$ cat config.mk
export PLATFORM = sky130hd
export DESIGN_NAME = rgb_to_hsv_pixel_core
export DESIGN_NICKNAME = d
export VERILOG_FILES = /design/src/rgb2hsv_pkg.sv /design/src/rgb_to_hsv_pixel_core.sv
export SDC_FILE = /design/constraint.sdc
export NUM_CORES = 2
export LEC_CHECK = 0
export BUFFER_PORTS_ARGS = -buffer_cell sky130_fd_sc_hd__buf_2
export CAP_MARGIN = 5
export CORE_ASPECT_RATIO = 1.2
export CORE_MARGIN = 2
export CORE_UTILIZATION = 66
export CTS_BUF_LIST = sky130_fd_sc_hd__clkbuf_2
export DETAILED_ROUTE_END_ITERATION = 12
export PLACE_DENSITY = 0.89
export SLEW_MARGIN = 30
export SYNTH_ARGS = -nofsm -noshare
export SYNTH_HDL_FRONTEND = slang
export SYNTH_SLANG_ARGS = --single-unit
$ cat constraint.sdc
create_clock -name clk -period 32.3 [get_ports clk]
set_clock_uncertainty 0.05 [all_clocks]
set_input_delay 1.615 -clock clk [delete_from_list [all_inputs] [get_ports clk]]
set_output_delay 1.615 -clock clk [all_outputs]
set_load 0.005 [all_outputs]
$ cat src/rgb2hsv_pkg.sv
// ----------------------------------------------------------------------------
// rgb2hsv_pkg - shared types and helpers for the RGB to HSV pixel core
// Pixel word types, pipeline stage record and one restoring divide step.
// ----------------------------------------------------------------------------
package rgb2hsv_pkg;

  localparam int DivSteps = 17;

  localparam logic [14:0] HueFull  = 15'd23040;
  localparam logic [14:0] HueGreen = 15'd7680;
  localparam logic [14:0] HueBlue  = 15'd15360;
  localparam logic [16:0] SatMax   = 17'd65536;

  typedef struct packed {
    logic [7:0] red;
    logic [7:0] green;
    logic [7:0] blue;
  } rgb_t;

  typedef struct packed {
    logic [14:0] hue;
    logic [16:0] saturation;
    logic [7:0]  brightness;
  } hsv_t;

  typedef enum logic [1:0] {
    SEC_RED,
    SEC_GREEN,
    SEC_BLUE
  } sector_t;

  // rem_* holds the partial remainder, sh_* shifts numerator bits out at the
  // top and quotient bits in at the bottom
  typedef struct packed {
    sector_t     sector;
    logic        neg;
    logic [7:0]  vmax;
    logic [7:0]  delta;
    logic [7:0]  rem_h;
    logic [16:0] sh_h;
    logic [7:0]  rem_s;
    logic [16:0] sh_s;
  } stage_t;

  // one quotient bit for both the hue and the saturation divide
  function automatic stage_t div_stage(stage_t s);
    stage_t     o;
    logic [8:0] th;
    logic [8:0] ts;
    o  = s;
    th = {s.rem_h, s.sh_h[16]};
    if (th >= {1'b0, s.delta}) begin
      th     = th - {1'b0, s.delta};
      o.sh_h = {s.sh_h[15:0], 1'b1};
    end else begin
      o.sh_h = {s.sh_h[15:0], 1'b0};
    end
    o.rem_h = th[7:0];
    ts = {s.rem_s, s.sh_s[16]};
    if (ts >= {1'b0, s.vmax}) begin
      ts     = ts - {1'b0, s.vmax};
      o.sh_s = {s.sh_s[15:0], 1'b1};
    end else begin
      o.sh_s = {s.sh_s[15:0], 1'b0};
    end
    o.rem_s = ts[7:0];
    return o;
  endfunction

endpackage

$ cat src/rgb_to_hsv_pixel_core.sv
// ----------------------------------------------------------------------------
// rgb_to_hsv_pixel_core - streaming 8-bit RGB to fixed point HSV converter
// Max/min front end, 17 stage restoring divider, hue assembly, output skid.
// ----------------------------------------------------------------------------
// Usage:
//   Input channel rgb/rgb_valid/rgb_stall carries one RGB pixel per word.
//   Output channel hsv/hsv_valid/hsv_stall carries hue in 1/64 degree
//   (0..23039), saturation scaled by 65536 and brightness (largest byte).
//   A word moves at a rising edge with valid high and stall low.
// Throughput: one pixel per cycle while rgb_stall is low. Both divides advance
//   one quotient bit per pipeline stage, 17 stages, so the stage count sets the
//   latency.
// Stall: the output register holds while hsv_stall is high; one more word
//   drops into a skid register, then rgb_stall rises and the whole pipeline
//   freezes until the skid word is taken. Nothing is dropped or repeated.
// Reset: synchronous, clears all valid bits and the skid; no words are in
//   flight afterwards and the block accepts input in the next cycle.
// ----------------------------------------------------------------------------
module rgb_to_hsv_pixel_core (
  input  logic              clk,
  input  logic              rst,
  input  logic              rgb_valid,
  output logic              rgb_stall,
  input  rgb2hsv_pkg::rgb_t rgb,
  output logic              hsv_valid,
  input  logic              hsv_stall,
  output rgb2hsv_pkg::hsv_t hsv
);

  localparam int NumStg = rgb2hsv_pkg::DivSteps + 1;

  logic                  en;
  logic [NumStg-1:0]     vld;
  rgb2hsv_pkg::stage_t   stg [NumStg];
  rgb2hsv_pkg::stage_t   front;
  rgb2hsv_pkg::stage_t   last;
  rgb2hsv_pkg::sector_t  sector;
  rgb2hsv_pkg::hsv_t     res;
  rgb2hsv_pkg::hsv_t     skid;
  logic                  skid_full;
  logic [7:0]            vmax;
  logic [7:0]            vmin;
  logic [7:0]            delta;
  logic [8:0]            diff;
  logic [7:0]            mag;
  logic [19:0]           num_h;
  logic [11:0]           qh;
  logic [12:0]           qh_up;
  logic [14:0]           off;

  assign en        = !skid_full;
  assign rgb_stall = skid_full;

  // front end: max, min, sector, hue and saturation numerators
  always_comb begin
    vmax = rgb.red;
    if (rgb.green > vmax) vmax = rgb.green;
    if (rgb.blue > vmax) vmax = rgb.blue;
    vmin = rgb.red;
    if (rgb.green < vmin) vmin = rgb.green;
    if (rgb.blue < vmin) vmin = rgb.blue;
    delta = vmax - vmin;
    if (vmax == rgb.red) begin
      sector = rgb2hsv_pkg::SEC_RED;
      diff   = {1'b0, rgb.green} - {1'b0, rgb.blue};
    end else if (vmax == rgb.green) begin
      sector = rgb2hsv_pkg::SEC_GREEN;
      diff   = {1'b0, rgb.blue} - {1'b0, rgb.red};
    end else begin
      sector = rgb2hsv_pkg::SEC_BLUE;
      diff   = {1'b0, rgb.red} - {1'b0, rgb.green};
    end
    mag   = diff[8] ? 8'(~diff + 9'd1) : diff[7:0];
    num_h = ({12'd0, mag} << 12) - ({12'd0, mag} << 8);  // mag * 3840
    front.sector = sector;
    front.neg    = diff[8];
    front.vmax   = vmax;
    front.delta  = delta;
    front.rem_h  = {5'd0, num_h[19:17]};
    front.sh_h   = num_h[16:0];
    front.rem_s  = {1'b0, delta[7:1]};
    front.sh_s   = {delta[0], 16'd0};
  end

  always_ff @(posedge clk) begin
    if (rst) begin
      vld <= '0;
    end else if (en) begin
      vld <= {vld[NumStg-2:0], rgb_valid};
    end
  end

  always_ff @(posedge clk) begin
    if (en) begin
      stg[0] <= front;
    end
  end

  for (genvar k = 1; k < NumStg; k++) begin : g_div
    always_ff @(posedge clk) begin
      if (en) begin
        stg[k] <= rgb2hsv_pkg::div_stage(stg[k-1]);
      end
    end
  end

  // hue assembly; floor of a negative term rounds the magnitude up
  assign last = stg[NumStg-1];

  always_comb begin
    qh    = last.sh_h[11:0];
    qh_up = {1'b0, qh} + {12'd0, (last.rem_h != 8'd0)};
    unique case (last.sector)
      rgb2hsv_pkg::SEC_RED:   off = last.neg ? rgb2hsv_pkg::HueFull : 15'd0;
      rgb2hsv_pkg::SEC_GREEN: off = rgb2hsv_pkg::HueGreen;
      rgb2hsv_pkg::SEC_BLUE:  off = rgb2hsv_pkg::HueBlue;
      default:                off = 15'd0;
    endcase
    if (last.delta == 8'd0) begin
      res.hue = 15'd0;
    end else if (last.neg) begin
      res.hue = off - {2'd0, qh_up};
    end else begin
      res.hue = off + {3'd0, qh};
    end
    res.saturation = (last.vmax == 8'd0) ? 17'd0 : last.sh_s;
    res.brightness = last.vmax;
  end

  // output register plus one word of skid
  always_ff @(posedge clk) begin
    if (rst) begin
      hsv_valid <= 1'b0;
      skid_full <= 1'b0;
    end else if (skid_full) begin
      if (!hsv_stall) begin
        skid_full <= 1'b0;
      end
    end else if (!hsv_valid || !hsv_stall) begin
      hsv_valid <= vld[NumStg-1];
    end else if (vld[NumStg-1]) begin
      skid_full <= 1'b1;
    end
  end

  always_ff @(posedge clk) begin
    if (skid_full) begin
      if (!hsv_stall) begin
        hsv <= skid;
      end
    end else if (!hsv_valid || !hsv_stall) begin
      hsv <= res;
    end
    if (!skid_full && hsv_valid && hsv_stall) begin
      skid <= res;
    end
  end

`ifndef NO_ASSERTIONS
  a_skid_fill: assert property (@(posedge clk) disable iff (rst)
    $rose(skid_full) |-> $past(hsv_valid && hsv_stall))
    else $error("skid filled without a stalled output word");

  a_skid_has_out: assert property (@(posedge clk) disable iff (rst)
    skid_full |-> hsv_valid)
    else $error("skid holds a word while output is empty");

  a_hue_range: assert property (@(posedge clk) disable iff (rst)
    hsv_valid |-> hsv.hue < rgb2hsv_pkg::HueFull)
    else $error("hue out of range");

  a_sat_range: assert property (@(posedge clk) disable iff (rst)
    hsv_valid |-> hsv.saturation <= rgb2hsv_pkg::SatMax)
    else $error("saturation out of range");

  a_black_sat: assert property (@(posedge clk) disable iff (rst)
    hsv_valid && hsv.brightness == 8'd0 |-> hsv.saturation == 17'd0 && hsv.hue == 15'd0)
    else $error("black pixel with nonzero hue or saturation");
`endif

endmodule
==> results_dict.tcl <==
set metrics [dict create \
    netlist-cell-type-count 80 \
    vdd_drop_max_mv 0.0596 \
    clk_pin_slew_ps 130 \
    cts_tree "built" \
    setup_viol 0 \
    cts_buffers 219 \
    rsz0062_at_grt "no" \
    syn-num-nets 4153 \
    fin_tns_setup_ps 0 \
    arrival_ps 8320 \
    yosysSeqAreaShare_pct 61.8 \
    post_cts_buffers 0 \
    finalHoldViolCount 0 \
    fin_crit_ps 7320 \
    grt_first_pass_wirelength_um 137000 \
    slowest_delay_ps 500 \
    initial_core_util_pct 66.9 \
    clock-root-buffer "clkbuf_2" \
    final_area_um2 51000 \
    gp_congestion 0.872 \
    wl_um 83400 \
    clock_power_share_pct 13.7 \
    port_buffers 69 \
    final_common_cell "edfxtp_1" \
    cp_slowest_cell "a31oi_4" \
    antenna_left 0 \
    relSlewSlack_pct 36.1 \
    holdWs_ps 308 \
    core-area_um2 71100 \
    grt_antenna_before_repair 1 \
    vias 28700 \
    final_cell_count_no_fill 5081 \
    dp_hpwl_um 57400 \
    worstPathMaxFanout 19 \
    synthArstFlopShare_pct 0 \
    io-pin-count 70 \
    grt_pass1_vias 30000 \
    cp_common_cell "ha_1" \
    fp.dieW_um 249 \
    grt_usage_pct 22.5 \
    post_dp_cell_area_um2 48900 \
    combPwrFrac_pct 41.8 \
    wl_per_cell_um 16.4 \
    holdCritPathClass "flop to flop" \
    clk-insertion-delay-late_ps 1380 \
    synth_ff_type "edfxtp_1" \
    synth-seq-cells 985 \
    drive_gt1_share_pct 11.8 \
    nNetsFinal 4394 \
    cp-start-kind "primary input" \
    power_leakage_nw 21.7 \
    fp.dieArea_um2 74200 \
    syn_avg_cell_area_um2 12.7 \
    period_share_pct 22.7 \
    syn_area_um2 47500 \
    drt-vias-per-instance 5.65 \
    rows 107 \
    drv_slew 0 \
    synth_warnings 0 \
    max_freq_mhz 137 \
    swShare_pct 37.4 \
    synth_edf_count 965 \
    syn_inst 3744 \
    grt_start_max_net_pins 212 \
    utilization_pct 71.8 \
    drc 0 \
    end_kind "flop" \
    worstMarginPinSlew_ps 957 \
    critPathRequiredTime_ps 33300 \
    die_h_um 298 \
    drtPass1Iterations 7 \
    max_cap_violations 0 \
    layout_common_cells "965 x edfxtp_1, 455 x inv_1, 354 x o21ai_0, 343 x ha_1, 315 x clkbuf_2" \
    power_switching_mw 2.10 \
    critPathKind "primary input to flop" \
    htreeDepth 4 \
    seqPwrFrac_pct 44.5 \
    p_int_mw 3.52 \
    ctsResizeCount 0 \
    p_per_area_nw_per_um2 110 \
    status "completed" \
    cts.sinks 985 \
    place_inst 4688 \
    drt_iter0_markers 1796 \
    cts_hold_buf 0 \
    grt_overflow 0 \
    syn_to_final_growth_pct 7.35 \
    cts_buffer_depth 3 \
]
[routing by layer]
metal,global-route usage [%],part of all wire (%),wire (um),up-vias
li1,-,-,-,14000
met1,23.5,37,31200,13800
met2,43.3,56,46400,751
met3,4.57,4.0,3350,191
met4,10.1,2.9,2420,0
met5,0,0,0,-
[cells in the mapped netlist, types with 32 or more instances]
library cell	n	area [um2]
and2_1	60	375
edfxtp_1	965	29000
nand2b_1	71	444
o21ai_0	356	1780
nor2_1	221	830
inv_1	456	1710
fa_1	38	761
a21oi_1	92	460
nand4_1	43	269
xnor2_1	73	639
xor2_1	100	876
clkbuf_1	52	195
a21boi_0	33	248
o31ai_1	76	571
nand3_1	32	160
mux2i_1	47	470
a21o_1	53	398
nand2_1	275	1030
nor2b_1	102	638
ha_1	343	4290
[cell type report]
cell class,instances,area [um2]
Sequential cell,985,29400
Clock inverter,75,442
Inverter,458,1730
Clock buffer,315,1580
Tap cell,926,1160
Fill cell,4412,20000
Timing Repair Buffer,82,536
Antenna cell,1,2.50
Multi-Input combinational cell,2239,16200
[power groups by stage]
| stage | combinational, mW | clock, mW | sequential, mW |
|---|---|---|---|
| CTS | 2.33 | 0.792 | 2.49 |
| finish | 2.35 | 0.768 | 2.50 |
| detailed placement | 2.30 | 0 | 2.52 |
| floorplan | 1.80 | 0 | 2.40 |
| global placement | 2.14 | 0 | 2.48 |
| global route | 2.66 | 0.851 | 2.55 |
[registers in the layout, indices dropped and copies added, names as in the netlist]
name / flops
hsv: 40
hsv_valid: 1
rgb_stall: 1
skid: 40
stg: 885
vld: 18
[final timing paths]
path,startpoint,end,slack (ps),cells after the start
worst max-delay path,rgb[12],stg[0][44]$_DFFE_PN_,24980,26
worst min-delay path,stg[14][32]$_DFFE_PN_,stg[15][33]$_DFFE_PN_,310,0
worst max register to register,stg[9][51]$_DFFE_PN_,stg[10][46]$_DFFE_PN_,28630,13
worst min register to register,stg[14][32]$_DFFE_PN_,stg[15][33]$_DFFE_PN_,310,0
[cells by family (layout without fill, tap and decap cells)]
family / Yosys count / after routing / synth area share (%)
fa+ha+maj: 381 / 381 / 10.6
compound gates: 711 / 711 / 9.26
flops: 985 / 985 / 61.8
xor+xnor: 174 / 174 / 3.22
buf+inv: 520 / 930 / 4.18
simple gates: 896 / 896 / 9.22
other cells: 0 / 1 / 0
mux: 77 / 77 / 1.70
[per-stage QoR]
step	setup slack (ps)	power [mW]
3_3_place_gp	23930	4.62
5_1_grt	24560	6.06
2_1_floorplan	3760	4.20
4_1_cts	25290	5.62
6_report	24980	5.61
3_5_place_dp	23700	4.82
[worst max-delay path, delay by kind of cell]
family,cells,cell delay (ps)
buf+inv,4,440
xor+xnor,1,260
fa+ha+maj,4,1430
compound gates,11,3530
simple gates,5,940
mux,1,120
(Power assumes the default switching activity.)
